$ cat config.mk
export PLATFORM = sky130hd
export DESIGN_NAME = vst_ctrl
export DESIGN_NICKNAME = d
export VERILOG_FILES = /design/src/vst_pkg.sv /design/src/vst_ctrl.sv
export SDC_FILE = /design/constraint.sdc
export NUM_CORES = 1
export LEC_CHECK = 0
export ABC_AREA = 1
export BUFFER_PORTS_ARGS = -buffer_cell sky130_fd_sc_hd__buf_2
export CORE_MARGIN = 3
export CORE_UTILIZATION = 25
export CTS_CLUSTER_SIZE = 8
export DETAILED_ROUTE_END_ITERATION = 12
export PLACE_DENSITY = 0.45
export SLEW_MARGIN = 10
export SYNTH_ARGS = -nofsm -noshare
export SYNTH_HDL_FRONTEND = slang
export SYNTH_SLANG_ARGS = --single-unit
export TNS_END_PERCENT = 50
$ cat constraint.sdc
create_clock -name clk -period 5.25 [get_ports clk]
set_input_delay 0.525 -clock clk [delete_from_list [all_inputs] [get_ports clk]]
set_output_delay 0.525 -clock clk [all_outputs]
set_load 0.03 [all_outputs]
$ cat src/vst_pkg.sv
// Shared types and constants for the voxel shell test block.
package vst_pkg;

  // Mask geometry.
  localparam int MAX_SIDE = 64;
  localparam int COORD_W  = $clog2(MAX_SIDE);
  localparam int ADDR_W   = 3 * COORD_W;
  localparam int SIZE_W   = 7;
  localparam logic [SIZE_W-1:0] SIZE_MAX  = SIZE_W'(MAX_SIDE);
  localparam logic [SIZE_W-1:0] SIZE_RST  = SIZE_W'(64);

  // Configuration register indexes.
  localparam int CFG_IDX_W = 2;
  localparam logic [CFG_IDX_W-1:0] CFG_SIZE_X = 2'd0;
  localparam logic [CFG_IDX_W-1:0] CFG_SIZE_Y = 2'd1;
  localparam logic [CFG_IDX_W-1:0] CFG_SIZE_Z = 2'd2;

  // Item commands.
  localparam logic CMD_WRITE = 1'b0;
  localparam logic CMD_QUERY = 1'b1;

  // Effective volume size along each axis, clamped to the mask side.
  typedef struct packed {
    logic [SIZE_W-1:0] x;
    logic [SIZE_W-1:0] y;
    logic [SIZE_W-1:0] z;
  } vol_size_t;

  // A finished query result offered to the output register.
  typedef struct packed {
    logic valid;
    logic shell;
    logic oor;
  } finish_t;

endpackage

$ cat src/vst_ctrl.sv
// Sequencer that walks a query through the center voxel and its six faces.
module vst_ctrl import vst_pkg::*; (
  input  logic               clk,
  input  logic               rst,
  input  logic               in_valid,
  output logic               in_ready,
  input  logic               cmd,
  input  logic [COORD_W-1:0] coord_x,
  input  logic [COORD_W-1:0] coord_y,
  input  logic [COORD_W-1:0] coord_z,
  input  logic               inside_req,
  input  vol_size_t          vol,
  input  logic               slot_free,
  output logic               mem_we,
  output logic [ADDR_W-1:0]  mem_addr,
  output logic               mem_wdata,
  input  logic               mem_rdata,
  output finish_t            fin
);

  localparam logic [1:0] S_IDLE = 2'd0;
  localparam logic [1:0] S_RUN  = 2'd1;
  localparam logic [1:0] S_HOLD = 2'd2;

  // Face whose data arrives once the center has been seen, in walk order.
  localparam logic [2:0] LOC_XP   = 3'd0;
  localparam logic [2:0] LOC_XM   = 3'd1;
  localparam logic [2:0] LOC_YP   = 3'd2;
  localparam logic [2:0] LOC_YM   = 3'd3;
  localparam logic [2:0] LOC_ZP   = 3'd4;
  localparam logic [2:0] LOC_ZM   = 3'd5;

  logic [1:0]         state, state_next;
  logic [2:0]         cur, cur_next;
  logic [2:0]         sel;
  logic               center_seen, center_seen_next;
  logic [COORD_W-1:0] qx, qy, qz;
  logic               hold_shell, hold_oor;
  logic               accept;
  logic               in_vol;
  logic [COORD_W-1:0] nx, ny, nz;
  logic               n_inside;

  assign in_ready = (state == S_IDLE);
  assign accept   = in_valid && in_ready;
  assign in_vol   = ({1'b0, coord_x} < vol.x) && ({1'b0, coord_y} < vol.y) &&
                    ({1'b0, coord_z} < vol.z);

  // The face to address next: the first one after the center, else the one after cur.
  assign sel = center_seen ? (cur + 3'd1) : cur;

  // Neighbor coordinate and volume check for the selected face.
  always_comb begin
    nx = qx;
    ny = qy;
    nz = qz;
    n_inside = 1'b1;
    unique case (sel)
      LOC_XP: begin
        nx = qx + COORD_W'(1);
        n_inside = (({1'b0, qx}) + SIZE_W'(1)) < vol.x;
      end
      LOC_XM: begin
        nx = qx - COORD_W'(1);
        n_inside = (qx != '0);
      end
      LOC_YP: begin
        ny = qy + COORD_W'(1);
        n_inside = (({1'b0, qy}) + SIZE_W'(1)) < vol.y;
      end
      LOC_YM: begin
        ny = qy - COORD_W'(1);
        n_inside = (qy != '0);
      end
      LOC_ZP: begin
        nz = qz + COORD_W'(1);
        n_inside = (({1'b0, qz}) + SIZE_W'(1)) < vol.z;
      end
      LOC_ZM: begin
        nz = qz - COORD_W'(1);
        n_inside = (qz != '0);
      end
      default: begin
        n_inside = 1'b1;
      end
    endcase
  end

  // Next state, memory port and finished result.
  always_comb begin
    state_next       = state;
    cur_next         = cur;
    center_seen_next = center_seen;
    mem_we           = 1'b0;
    mem_addr         = {coord_x, coord_y, coord_z};
    mem_wdata        = inside_req;
    fin              = '0;
    unique case (state)
      S_IDLE: begin
        if (accept) begin
          if (cmd == CMD_WRITE) begin
            mem_we = 1'b1;
          end else if (!in_vol) begin
            fin = '{valid: 1'b1, shell: 1'b0, oor: 1'b1};
          end else begin
            state_next       = S_RUN;
            center_seen_next = 1'b0;
            cur_next         = LOC_XP;
          end
        end
      end
      S_RUN: begin
        mem_addr = {nx, ny, nz};
        if (!center_seen) begin
          // Center voxel data: clear means no shell, else check the first face.
          if (!mem_rdata) begin
            fin = '{valid: 1'b1, shell: 1'b0, oor: 1'b0};
          end else if (!n_inside) begin
            fin = '{valid: 1'b1, shell: 1'b1, oor: 1'b0};
          end else begin
            center_seen_next = 1'b1;
          end
        end else if (!mem_rdata) begin
          // A clear face neighbor makes a shell voxel.
          fin = '{valid: 1'b1, shell: 1'b1, oor: 1'b0};
        end else if (cur == LOC_ZM) begin
          fin = '{valid: 1'b1, shell: 1'b0, oor: 1'b0};
        end else if (!n_inside) begin
          // The next face lies outside the volume.
          fin = '{valid: 1'b1, shell: 1'b1, oor: 1'b0};
        end else begin
          // Move to the next face; its read is issued now.
          cur_next = cur + 3'd1;
        end
      end
      S_HOLD: begin
        fin = '{valid: 1'b1, shell: hold_shell, oor: hold_oor};
        if (slot_free) begin
          state_next = S_IDLE;
        end
      end
      default: begin
        state_next = S_IDLE;
      end
    endcase
    if (fin.valid && state != S_HOLD) begin
      state_next = slot_free ? S_IDLE : S_HOLD;
    end
  end

  // Control registers.
  always_ff @(posedge clk) begin
    if (rst) begin
      state       <= S_IDLE;
      cur         <= LOC_XP;
      center_seen <= 1'b0;
    end else begin
      state       <= state_next;
      cur         <= cur_next;
      center_seen <= center_seen_next;
    end
  end

  // Query coordinate and held result.
  always_ff @(posedge clk) begin
    if (accept) begin
      qx <= coord_x;
      qy <= coord_y;
      qz <= coord_z;
    end
    if (fin.valid && state != S_HOLD) begin
      hold_shell <= fin.shell;
      hold_oor   <= fin.oor;
    end
  end

endmodule

Yosys cells after proc, flatten, opt, wreduce, memory -nomap -nowiden --
Index checks and enable logic that the tools add are counted. W data, S select, Z words.
Word-level totals: register bits 26, input bits 46, output and inout port bits 24, logic and storage cells 98
Operators by class: add/sub/neg operators 10, order comparisons 6, equality and inequality tests 21, mux-type cells 40, reductions and logical operators 13
Operators by type and width (count):
- $mux W3 | 16
- $pmux W6 S2 | 3
- $add A6 B1 Y7 const B | 3
- $lt A6 B7 Y1 | 3
- $lt A7 B7 Y1 | 3
- $add A6 B1 Y6 const B | 3
- $mux W18 | 1
- $reduce_bool A6 Y1 | 3
- $sub A6 B1 Y6 const B | 3
- $mux W2 | 6
- $ne A2 B2 Y1 const B | 6
- $eq A3 B3 Y1 const B | 3
- $mux W1 | 9
- $ne A3 B1 Y1 const B | 3
- $pmux W3 S3 | 1
- $reduce_and A8 Y1 | 1
- $eq A3 B2 Y1 const B | 2
- $ne A2 B1 Y1 const B | 3
- $pmux W1 S6 | 1
- $pmux W2 S3 | 1
- $pmux W3 S2 | 1
- $reduce_and A5 Y1 | 1
- $logic_and A1 B1 Y1 | 4
- $reduce_and A4 Y1 | 1
- 9 further kinds | 9

Longest topological paths before layout --
Gate-level depths: netlist (run 1).
depth after elaboration 12, gate-level depth with buffers 19, depth with buffers taken out 19

Worst setup path before layout (run 1) --
Ideal clock, no wire load.
path kind reg-to-output, start point register cur[1], end point output port mem_addr[17], arrival time 3.003 ns, data required time 4.725 ns, setup slack 1.722 ns, stages on the path, launching flop included 19, buffers on the path 0, cell sequence dfxtp_1 > inv_1 > ha_1 > nand2_1 > o21ai_2 > inv_2 > nor2_2 > inv_1 > nor2_1 > ha_1 > nand3_1 > nand3_1 > nand2_1 > nand2_1 > a21oi_1 > or2_2 > nand2_1 > nor2_1 > o31ai_1
Between the ends: cells in the longest elaborated chain, start to end 5, elaborated cells on any way between the ends 6, those cells by class add/sub: 1; eq/ne: 1; mux: 3; reduce/logical: 1
Ends and longest elaborated chain:
- from (decl) | RTL line vst_ctrl.sv:34 | logic [2:0] cur, cur_next;
- from (signal assigned) | RTL line vst_ctrl.sv:159 | cur <= cur_next;
- $add A3 B1 Y3 | RTL line vst_ctrl.sv:50 | assign sel = center_seen ? (cur + 3'd1) : cur;
- $mux W3 * | RTL line vst_ctrl.sv:50
- $eq A3 B1 Y1 or $logic_not A3 Y1 (tied branches) | RTL line vst_ctrl.sv:58 | unique case (sel)
- $pmux W6 S2 * | RTL line vst_ctrl.sv:58
- $mux W18 * | RTL line vst_ctrl.sv:98 | unique case (state)
- to (decl) | RTL line vst_ctrl.sv:15 | output logic [ADDR_W-1:0] mem_addr,
Every way passes the cells marked *; elsewhere a longest branch is shown, timed or not.

Worst setup path after layout (run 1) --
start point register cur[1], end point output port mem_addr[5]
Between the ends: cells in the longest elaborated chain, start to end 5, elaborated cells on any way between the ends 6, those cells by class add/sub: 1; eq/ne: 2; mux: 3
Ends and longest elaborated chain (RTL line):
- $add A3 B1 Y3 | vst_ctrl.sv:50
- $mux W3 * | vst_ctrl.sv:50
- $eq A3 B3 Y1 | vst_ctrl.sv:58
- $pmux W6 S2 * | vst_ctrl.sv:58
- $mux W18 * | vst_ctrl.sv:98
Marks and branches as above.

==> run_results.csv, run 1 <==
group,metric,value,unit
logic_synthesis,synthCells,483,
finish,instances_no_fill,722,
clocking,cts_root_buf,"clkbuf_16",
timing,slew_headroom,0.422,
place,place_inst,718,
timing,max_freq,258,MHz
worst_hold_path,min_path_type,"input pin to flop",
clocking,post_cts_resized,0,
floorplan,fp.coreArea,12700,um2
global_route,grt_usage,0.125,
timing,setup_viol,0,
worst_hold_path,hold_end,"qz[0]$_DFFE_PP_",
place,dpl_worst_slack,1.69,ns
timing,rsz0062_at_grt,"false",
global_route,antenna_found_initial,0,
finish,n_fill_cell,1465,
critical_path,regToRegEndpoint,"hold_shell$_DFFE_PP_",
place,place.port_buffers,67,
logic_synthesis,synth_top_area_cell,"ha_1",
clocking,cts_sinks,26,
logic_synthesis,synth_top_area_frac,0.202,
route,drtIter0Drc,105,
critical_path,cp_max_fo,5,
route,wl,8910,um
timing,finalCritPeriodShare,0.739,
place,dpl.hpwl,7310,um
status,status,"completed",
global_route,grt_max_degree,24,
route,wire_per_inst,12.3,um
finish,stdcell_area,3930,um2
logic_synthesis,synth_enable_flop_cells,20,
place,place_congestion,0.802,
timing,slew_viol_final,0,
logic_synthesis,synth_warnings,0,
power_and_ir_drop,power.density,228,nW/um2
logic_synthesis,ys_seq_area_frac,0.219,
clocking,post-cts-setup-buffer-count,0,
finish,diodes,0,
global_route,grt_pass1_vias,3184,
clocking,clk_path_buf_depth,2,
clocking,cts_tree,"done",
power_and_ir_drop,vdd_drop_max,128,uV
critical_path,ff2ff_path_depth,17,
logic_synthesis,synthFlopType,"edfxtp_1",
logic_synthesis,synth_area,3290,um2
floorplan,dieArea,14600,um2
route,drc_errors,0,
timing,hold_viol,0,
global_route,grt_first_pass_wirelength,15000,um
finish,nNetsFinal,653,
floorplan,die_w,121,um
critical_path,reg2reg_from,"qz[0]$_DFFE_PP_",
worst_hold_path,min_from,"coord_z[0]",
run,maxCapViolCount,0,
worst_hold_path,hold_depth,1,
floorplan,row_count,41,
timing,worst_pin_slew,0.866,ns
clocking,path_clk_slew,0.08,ns
finish,syn2layout_area_growth,19.5,%
place,dpl_cell_area,3830,um2
floorplan,pin_count,70,
logic_synthesis,async_flop_share,0,
logic_synthesis,synth-seq-cells,26,
critical_path,arrival,3.35,ns
clocking,cts_hold_buffers,0,
timing,layout_setup_ws,1.37,ns
timing,finalClockSkew,0.00294,ns
floorplan,initial_utilization,0.259,
clocking,clk_latency,0.27,ns
route,ant_nets,0,
route,viasPerCell,4.44,
timing,layout_min_cycle_time,3.88,ns
critical_path,cp-start-kind,"flop",
power_and_ir_drop,leakage,2.08,nW
critical_path,crit_required,4.72,ns
clocking,htree_levels,1,
route,vias,3203,
critical_path,crit_type,"flop to primary output",
critical_path,end_kind,"primary output",
logic_synthesis,synthDistinctLibCells,33,
critical_path,r2r_slack,2.49,ns
global_route,overflow,0,
logic_synthesis,synth_nets,585,
clocking,cts-buffers-inserted,3,
finish,seqCellArea,721,um2
finish,multi_input_area,2240,um2
timing,tns,0,ns
route,firstDrtPassIters,4,
logic_synthesis,syn_area_per_cell,6.81,um2
logic_synthesis,yosys-top-cells-area,"ha_1 (20%), edfxtp_1 (18%), nand2_1 (13%)",
floorplan,fp.dieH,121,um
finish,drive_gt1_frac,0.162,
## cells by family (layout without fill, tap and decap cells)
family,after synthesis,in the layout,synth area share
fa+ha+maj,56,56,0.220
compound gates,70,70,0.116
simple gates,222,222,0.288
flops,26,26,0.219
xor+xnor,21,21,0.0559
buf+inv,88,155,0.102
## Yosys cell counts, types with 4 or more instances
cell        n
edfxtp_1   20
a21oi_1    40
xor2_1     19
o21ai_0    17
nand3_1    36
nand2_1   113
ha_1       53
nor3b_1     4
a31oi_1     4
inv_2       5
clkbuf_1    4
dfxtp_1     6
nor2_1     50
nand4_1     4
inv_1      78
## per-stage QoR
step	power [mW]	util	hold slack (ns)
3_5_place_dp	0.668	0.301	0.521
6_report	0.897	0.309	0.462
4_1_cts	0.913	0.309	0.456
3_3_place_gp	0.666	0.301	0.521
2_1_floorplan	0.548	-	0.482
5_1_grt	0.977	0.309	0.455
## sequential cells by signal, summed over array words and instances, names as in the netlist
| register | flops |
|---|---|
| qx | 6 |
| qy | 6 |
| qz | 6 |
| cur | 3 |
| state | 2 |
| center_seen | 1 |
| hold_oor | 1 |
| hold_shell | 1 |
## worst max-delay path, cell delays in order (launching register included)
cell,delay [ns]
dfxtp_1,0.39
inv_1,0.06
ha_1,0.28
nand2_1,0.06
o21ai_2,0.14
inv_2,0.11
nor2_2,0.12
inv_1,0.06
nor2_1,0.30
ha_1,0.35
a21oi_1,0.21
nand2_1,0.07
nand2_1,0.08
nand2_1,0.05
a21oi_1,0.14
xor2_1,0.20
nand2_1,0.07
nand2_1,0.07
nand3_1,0.06
nand2_1,0.07
buf_2,0.20
## cell type report
class | instances | share of cell area
clock inverters | 1 | 0.00764
repair buffers | 68 | 0.0872
clock buffers | 3 | 0.0191
well taps | 172 | 0.0547
flip-flops and latches | 26 | 0.183
multi-input cells | 369 | 0.569
inverters | 83 | 0.0792
## report_power, final
group          leakage [nW]  total, mW  internal [mW]  switching, mW
clock network        0.0511      0.237          0.152         0.0849
registers             0.242      0.273          0.246         0.0268
logic                  1.78      0.387          0.133          0.254
## worst max path at each step
stage,from,to,cells past startpoint
2_1_floorplan,cur[1]$_SDFFE_PP0P_,mem_addr[17],18
3_3_place_gp,cur[1]$_SDFFE_PP0P_,mem_addr[5],20
3_5_place_dp,cur[1]$_SDFFE_PP0P_,mem_addr[5],20
4_1_cts,cur[1]$_SDFFE_PP0P_,mem_addr[5],20
5_1_grt,cur[1]$_SDFFE_PP0P_,mem_addr[17],19
6_report,cur[1]$_SDFFE_PP0P_,mem_addr[5],20
## per-layer routing
| metal | wire length (um) | global-route usage | part of all wire |
|---|---|---|---|
| met2 | 4150 | 0.215 | 0.47 |
| met3 | 372 | 0.0225 | 0.042 |
| met5 | 0 | 0 | 0 |
| met1 | 4350 | 0.167 | 0.49 |
| met4 | 40 | 0.0149 | 0.0045 |
## cell usage in the layout (no fill, tap or decap), types with 2 or more instances in the layout
cell and count:
nand4_1 4, dfxtp_1 6, nand2_1 113, xor2_1 19, or2_2 3, o21ai_0 17
nor3b_1 4, nand3_1 36, nand2_2 3, nand3b_1 2, nor3_1 3, nor2_1 50
fa_1 3, a31oi_1 4, inv_2 5, ha_1 53, a21boi_0 2, xnor2_1 2
nor2_2 2, edfxtp_1 20, clkbuf_16 3, inv_1 78, a21oi_1 40, buf_2 67
Note: power is estimated with default switching activity, not from simulation.
==> run 2: changes to the inputs <==
==> constraint.sdc (replaced) <==
create_clock -name clk -period 3.9 [get_ports clk]
set_input_delay 0.39 -clock clk [delete_from_list [all_inputs] [get_ports clk]]
set_output_delay 0.39 -clock clk [all_outputs]
set_load 0.03 [all_outputs]
==> run_results.csv, run 2 (synthesis gave the netlist of run 1 again) <==
group,metric,value,unit
status,status,"completed",
global_route,antenna_found_initial,0,
global_route,grt_pass1_vias,3059,
clocking,htree_levels,1,
timing,layout_min_cycle_time,3.67,ns
route,drc_errors,0,
global_route,grt_max_degree,24,
timing,hold_viol,0,
finish,nNetsFinal,653,
route,wire_per_inst,12.4,um
power_and_ir_drop,clock_power_share,0.262,
timing,finalClockSkew,0.00767,ns
route,firstDrtPassIters,4,
critical_path,cp_max_fo,5,
route,dr_wl_met2,4200,um
route,ant_nets,0,
timing,slew_headroom,0.432,
place,place_congestion,0.830,
floorplan,pin_count,70,
power_and_ir_drop,combPwrFrac,0.433,
critical_path,reg2reg_from,"qy[0]$_DFFE_PP_",
clocking,cts_tree,"done",
route,route.met3.wl,297,um
power_and_ir_drop,vdd_drop_max,176,uV
finish,n_fill_cell,1447,
global_route,grt_first_pass_wirelength,15000,um
route,drtIter0Drc,168,
critical_path,end_kind,"primary output",
timing,rsz0062_at_grt,"true",
route,top_layer,"met4",
critical_path,arrival,3.28,ns
timing,max_freq,273,MHz
critical_path,crit_required,3.51,ns
route,wl,8920,um
floorplan,fp.coreArea,12700,um2
finish,drive_gt1_frac,0.164,
timing,setup_viol,0,
power_and_ir_drop,p_sw,0.488,mW
clocking,cts_root_buf,"clkbuf_16",
clocking,path_clk_slew,0.08,ns
global_route,overflow,0,
floorplan,fp.dieH,121,um
route,vias,3182,
clocking,clk_latency,0.27,ns
critical_path,cp-start-kind,"flop",
floorplan,initial_utilization,0.259,
critical_path,regToRegEndpoint,"hold_shell$_DFFE_PP_",
critical_path,r2r_slack,1.17,ns
timing,whs,0.327,ns
worst_hold_path,min_path_type,"input pin to flop",
floorplan,dieArea,14600,um2
floorplan,die_w,121,um
power_and_ir_drop,power_switching_share,0.406,
route,met1_length,4390,um
finish,diodes,0,
power_and_ir_drop,leakage,2.08,nW
clocking,cts-buffers-inserted,3,
power_and_ir_drop,power.density,306,nW/um2
place,dpl.hpwl,7390,um
route,viasPerCell,4.41,
clocking,clk_path_buf_depth,2,
finish,final_common_cell,"nand2_1",
finish,multi_input_area,2240,um2
critical_path,crit_type,"flop to primary output",
global_route,grt_usage,0.125,
critical_path,ff2ff_path_depth,15,
floorplan,row_count,41,
place,place.port_buffers,67,
timing,worst_pin_slew,0.852,ns
power_and_ir_drop,seqPwrFrac,0.305,
timing,finalCritPeriodShare,0.940,
critical_path,setup.worst_path.end,"mem_addr[17]",
finish,syn2layout_area_growth,19.5,%
timing,tns,0,ns
clocking,cts_sinks,26,
finish,final_cell_mix,"nand2_1 (113), inv_1 (78), buf_2 (67)",
run,maxCapViolCount,0,
timing,slew_viol_final,0,
finish,seqCellArea,721,um2
finish,reg_top3,"qx (6), qy (6), qz (6)",
critical_path,crit_start,"cur[1]$_SDFFE_PP0P_",
power_and_ir_drop,intPower,0.715,mW
[run 2: cell count changes in the layout (fill, tap and decap cells not counted)]
cell,change
nor2_1,-1
nor2_2,+1
[run 2: power by group through the flow]
stage	clock, mW	sequential, mW	combinational (mW)
floorplan	0	0.361	0.377
global placement	0	0.375	0.522
detailed placement	0	0.373	0.526
CTS	0.324	0.368	0.530
global route	0.336	0.373	0.594
finish	0.315	0.367	0.521
[run 2: through the flow]
stage	utilization	worst slack, ns	power [mW]	std cells	area [um2]
2_1_floorplan	-	0.507	0.738	483	3290
3_3_place_gp	0.301	0.573	0.897	718	3830
3_5_place_dp	0.301	0.455	0.899	718	3830
4_1_cts	0.309	0.151	1.22	722	3930
5_1_grt	0.309	-0.0867	1.30	722	3930
6_report	0.309	0.233	1.20	722	3930
[run 2: critical path, cell delays in order (launching register included)]
cell and delay (ns):
dfxtp_1 0.40, inv_1 0.06, ha_1 0.29, nand2_1 0.06, o21ai_2 0.13, inv_2 0.09
nor2_2 0.11, inv_1 0.07, nor2_1 0.27, ha_1 0.24, nand3_1 0.09, nand3_1 0.10
nand2_1 0.08, nand2_1 0.06, a21oi_1 0.06, or2_2 0.28, nand2_1 0.06, nor2_1 0.04
o31ai_1 0.25, buf_2 0.25
[run 2: metal layers]
metal	GRT usage	vias up
li1	-	1707
met1	0.168	1420
met2	0.219	53
met3	0.0201	2
met4	0.0142	0
met5	0	-
[run 2: worst min-delay path by stage]
stage	slack, ns	endpoint	cells after the start	from
finish	0.33	qz[5]$_DFFE_PP_	1	coord_z[5]
global route	0.32	qz[5]$_DFFE_PP_	1	coord_z[5]
CTS	0.32	qz[5]$_DFFE_PP_	1	coord_z[5]
detailed placement	0.52	cur[2]$_SDFFE_PP0P_	2	cur[2]$_SDFFE_PP0P_
global placement	0.52	cur[2]$_SDFFE_PP0P_	2	cur[2]$_SDFFE_PP0P_
floorplan	0.46	cur[1]$_SDFFE_PP0P_	1	rst
[run 2: area by class of cell]
class	count	area share
flip-flops and latches	26	0.183
clock inverters	1	0.00763
repair buffers	68	0.0872
inverters	83	0.0792
well taps	172	0.0547
multi-input cells	369	0.569
clock buffers	3	0.0191
[run 2: what timing repair did]
item / 4_1_cts / 5_1_grt
endpoints found under the setup margin: 0 / 4
gates resized for setup: 0 / 1
hold buffers: 0 / 0
buffers inserted: 0 / 0
==> run 3: changes to the inputs <==
--- a/config.mk
+++ b/config.mk
@@ -7,11 +7,12 @@
 export LEC_CHECK = 0
 export ABC_AREA = 1
 export BUFFER_PORTS_ARGS = -buffer_cell sky130_fd_sc_hd__buf_2
+export CORE_ASPECT_RATIO = 0.8
 export CORE_MARGIN = 3
 export CORE_UTILIZATION = 25
 export CTS_CLUSTER_SIZE = 8
 export DETAILED_ROUTE_END_ITERATION = 12
-export PLACE_DENSITY = 0.45
+export PLACE_DENSITY_LB_ADDON = 0.1
 export SLEW_MARGIN = 10
 export SYNTH_ARGS = -nofsm -noshare
 export SYNTH_HDL_FRONTEND = slang
==> constraint.sdc (replaced) <==
create_clock -name clk -period 4.48 [get_ports clk]
set_input_delay 0.448 -clock clk [delete_from_list [all_inputs] [get_ports clk]]
set_output_delay 0.448 -clock clk [all_outputs]
set_load 0.03 [all_outputs]
==> run_results.csv, run 3 (synthesis gave the netlist of run 1 again) <==
group,metric,value,unit
status,status,"completed",
critical_path,cp_max_fo,5,
power_and_ir_drop,vdd_drop_max,226,uV
power_and_ir_drop,combPwrFrac,0.430,
clocking,post-cts-setup-buffer-count,0,
route,ant_nets,0,
place,dpl.hpwl,7510,um
timing,max_freq,266,MHz
timing,hold_viol,0,
critical_path,crit_required,4.03,ns
timing,finalCritPeriodShare,0.839,
route,firstDrtPassIters,4,
timing,worst_pin_slew,0.853,ns
power_and_ir_drop,leakage,2.08,nW
critical_path,crit_type,"flop to primary output",
place,place_inst,717,
global_route,grt_pass1_vias,2925,
finish,reg_top3,"qx (6), qy (6), qz (6)",
clocking,htree_levels,1,
route,drc_errors,0,
power_and_ir_drop,power.density,269,nW/um2
clocking,path_clk_slew,0.08,ns
critical_path,end_kind,"primary output",
finish,instances_no_fill,721,
floorplan,initial_utilization,0.263,
power_and_ir_drop,p_sw,0.434,mW
timing,tns,0,ns
clocking,clk_path_buf_depth,2,
clocking,cts_sinks,26,
floorplan,fp.dieH,109,um
place,place.port_buffers,67,
floorplan,row_count,36,
clocking,cts_tree,"done",
timing,slew_viol_final,0,
clocking,post_cts_resized,0,
power_and_ir_drop,seqPwrFrac,0.303,
floorplan,dieArea,14600,um2
clocking,cts_hold_buffers,0,
global_route,grt_first_pass_wirelength,14500,um
global_route,grt_usage,0.124,
timing,finalClockSkew,0.00512,ns
global_route,overflow,0,
critical_path,arrival,3.31,ns
floorplan,die_w,134,um
finish,final_common_cell,"nand2_1",
power_and_ir_drop,power_switching_share,0.411,
power_and_ir_drop,intPower,0.622,mW
timing,rsz0062_at_grt,"false",
critical_path,cp-start-kind,"flop",
finish,final_cell_mix,"nand2_1 (113), inv_1 (78), buf_2 (67)",
route,drtIter0Drc,119,
finish,n_fill_cell,1419,
timing,layout_setup_ws,0.721,ns
finish,drive_gt1_frac,0.162,
run,maxCapViolCount,0,
power_and_ir_drop,p_total,1.06,mW
global_route,grt_max_degree,25,
finish,nNetsFinal,653,
place,place_congestion,0.812,
floorplan,pin_count,70,
place,dpl_worst_slack,1.00,ns
clocking,cts-buffers-inserted,3,
finish,syn2layout_area_growth,19.4,%
clocking,clk_latency,0.27,ns
route,wl,9130,um
timing,setup_viol,0,
route,wire_per_inst,12.7,um
power_and_ir_drop,clock_power_share,0.268,
global_route,antenna_found_initial,0,
worst_hold_path,min_path_type,"input pin to flop",
floorplan,fp.coreArea,12500,um2
finish,diodes,0,
route,vias,3112,
route,viasPerCell,4.32,
clocking,cts_root_buf,"clkbuf_16",
timing,layout_min_cycle_time,3.76,ns
timing,slew_headroom,0.431,
run 3: cell counts in the layout (fill, tap and decap cells not counted):
Identical to the previous run, type by type.
run 3: per-layer routing:
layer / track usage / vias up / part of all wire / wire [um]
li1: - / 1704 / - / -
met1: 0.186 / 1348 / 0.55 / 5010
met2: 0.187 / 54 / 0.40 / 3690
met3: 0.0231 / 6 / 0.035 / 317
met4: 0.0211 / 0 / 0.012 / 108
met5: 0 / - / 0 / 0
run 3: final cells by class:
type / count / area (um2) / share of cell area
inverter: 83 / 312 / 0.0793
clock inverter: 1 / 30.0 / 0.00764
timing repair buffer: 68 / 343 / 0.0872
clock buffer: 3 / 75.1 / 0.0191
tap: 171 / 214 / 0.0544
multi-input combinational: 369 / 2240 / 0.569
sequential: 26 / 721 / 0.183
run 3: metrics by stage:
stage	hold slack, ns	cell area, um2	utilization
3_3_place_gp	0.522	3820	0.305
2_1_floorplan	0.482	3290	-
3_5_place_dp	0.524	3820	0.305
5_1_grt	0.372	3930	0.314
6_report	0.386	3930	0.314
4_1_cts	0.379	3930	0.314
run 3: worst max-delay path, stage by stage, from the launching register on:
cell	delay, ns
dfxtp_1	0.39
inv_1	0.06
ha_1	0.28
nand2_1	0.06
o21ai_2	0.13
inv_2	0.10
nor2_2	0.11
inv_1	0.06
nor2_1	0.29
ha_1	0.25
nand3_1	0.10
nand3_1	0.10
nand2_1	0.07
nand2_1	0.06
a21oi_1	0.06
or2_2	0.28
nand2_1	0.07
nor2_1	0.04
o31ai_1	0.28
buf_2	0.26
run 3: path summary, 6_finish.rpt:
check                       from                   end  slack (ns)  cells past startpoint
max          cur[1]$_SDFFE_PP0P_          mem_addr[17]        0.72                     19
min                   coord_y[0]       qy[0]$_DFFE_PP_        0.39                      1
max reg2reg      qz[0]$_DFFE_PP_  hold_shell$_DFFE_PP_        1.70                     17
min reg2reg  cur[2]$_SDFFE_PP0P_   cur[2]$_SDFFE_PP0P_        0.54                      2
run 3: power groups by stage:
stage	clock [mW]	combinational, mW	sequential (mW)
2_1_floorplan	0	0.328	0.314
3_3_place_gp	0	0.459	0.326
3_5_place_dp	0	0.459	0.325
4_1_cts	0.289	0.463	0.320
5_1_grt	0.300	0.517	0.324
6_report	0.283	0.454	0.320
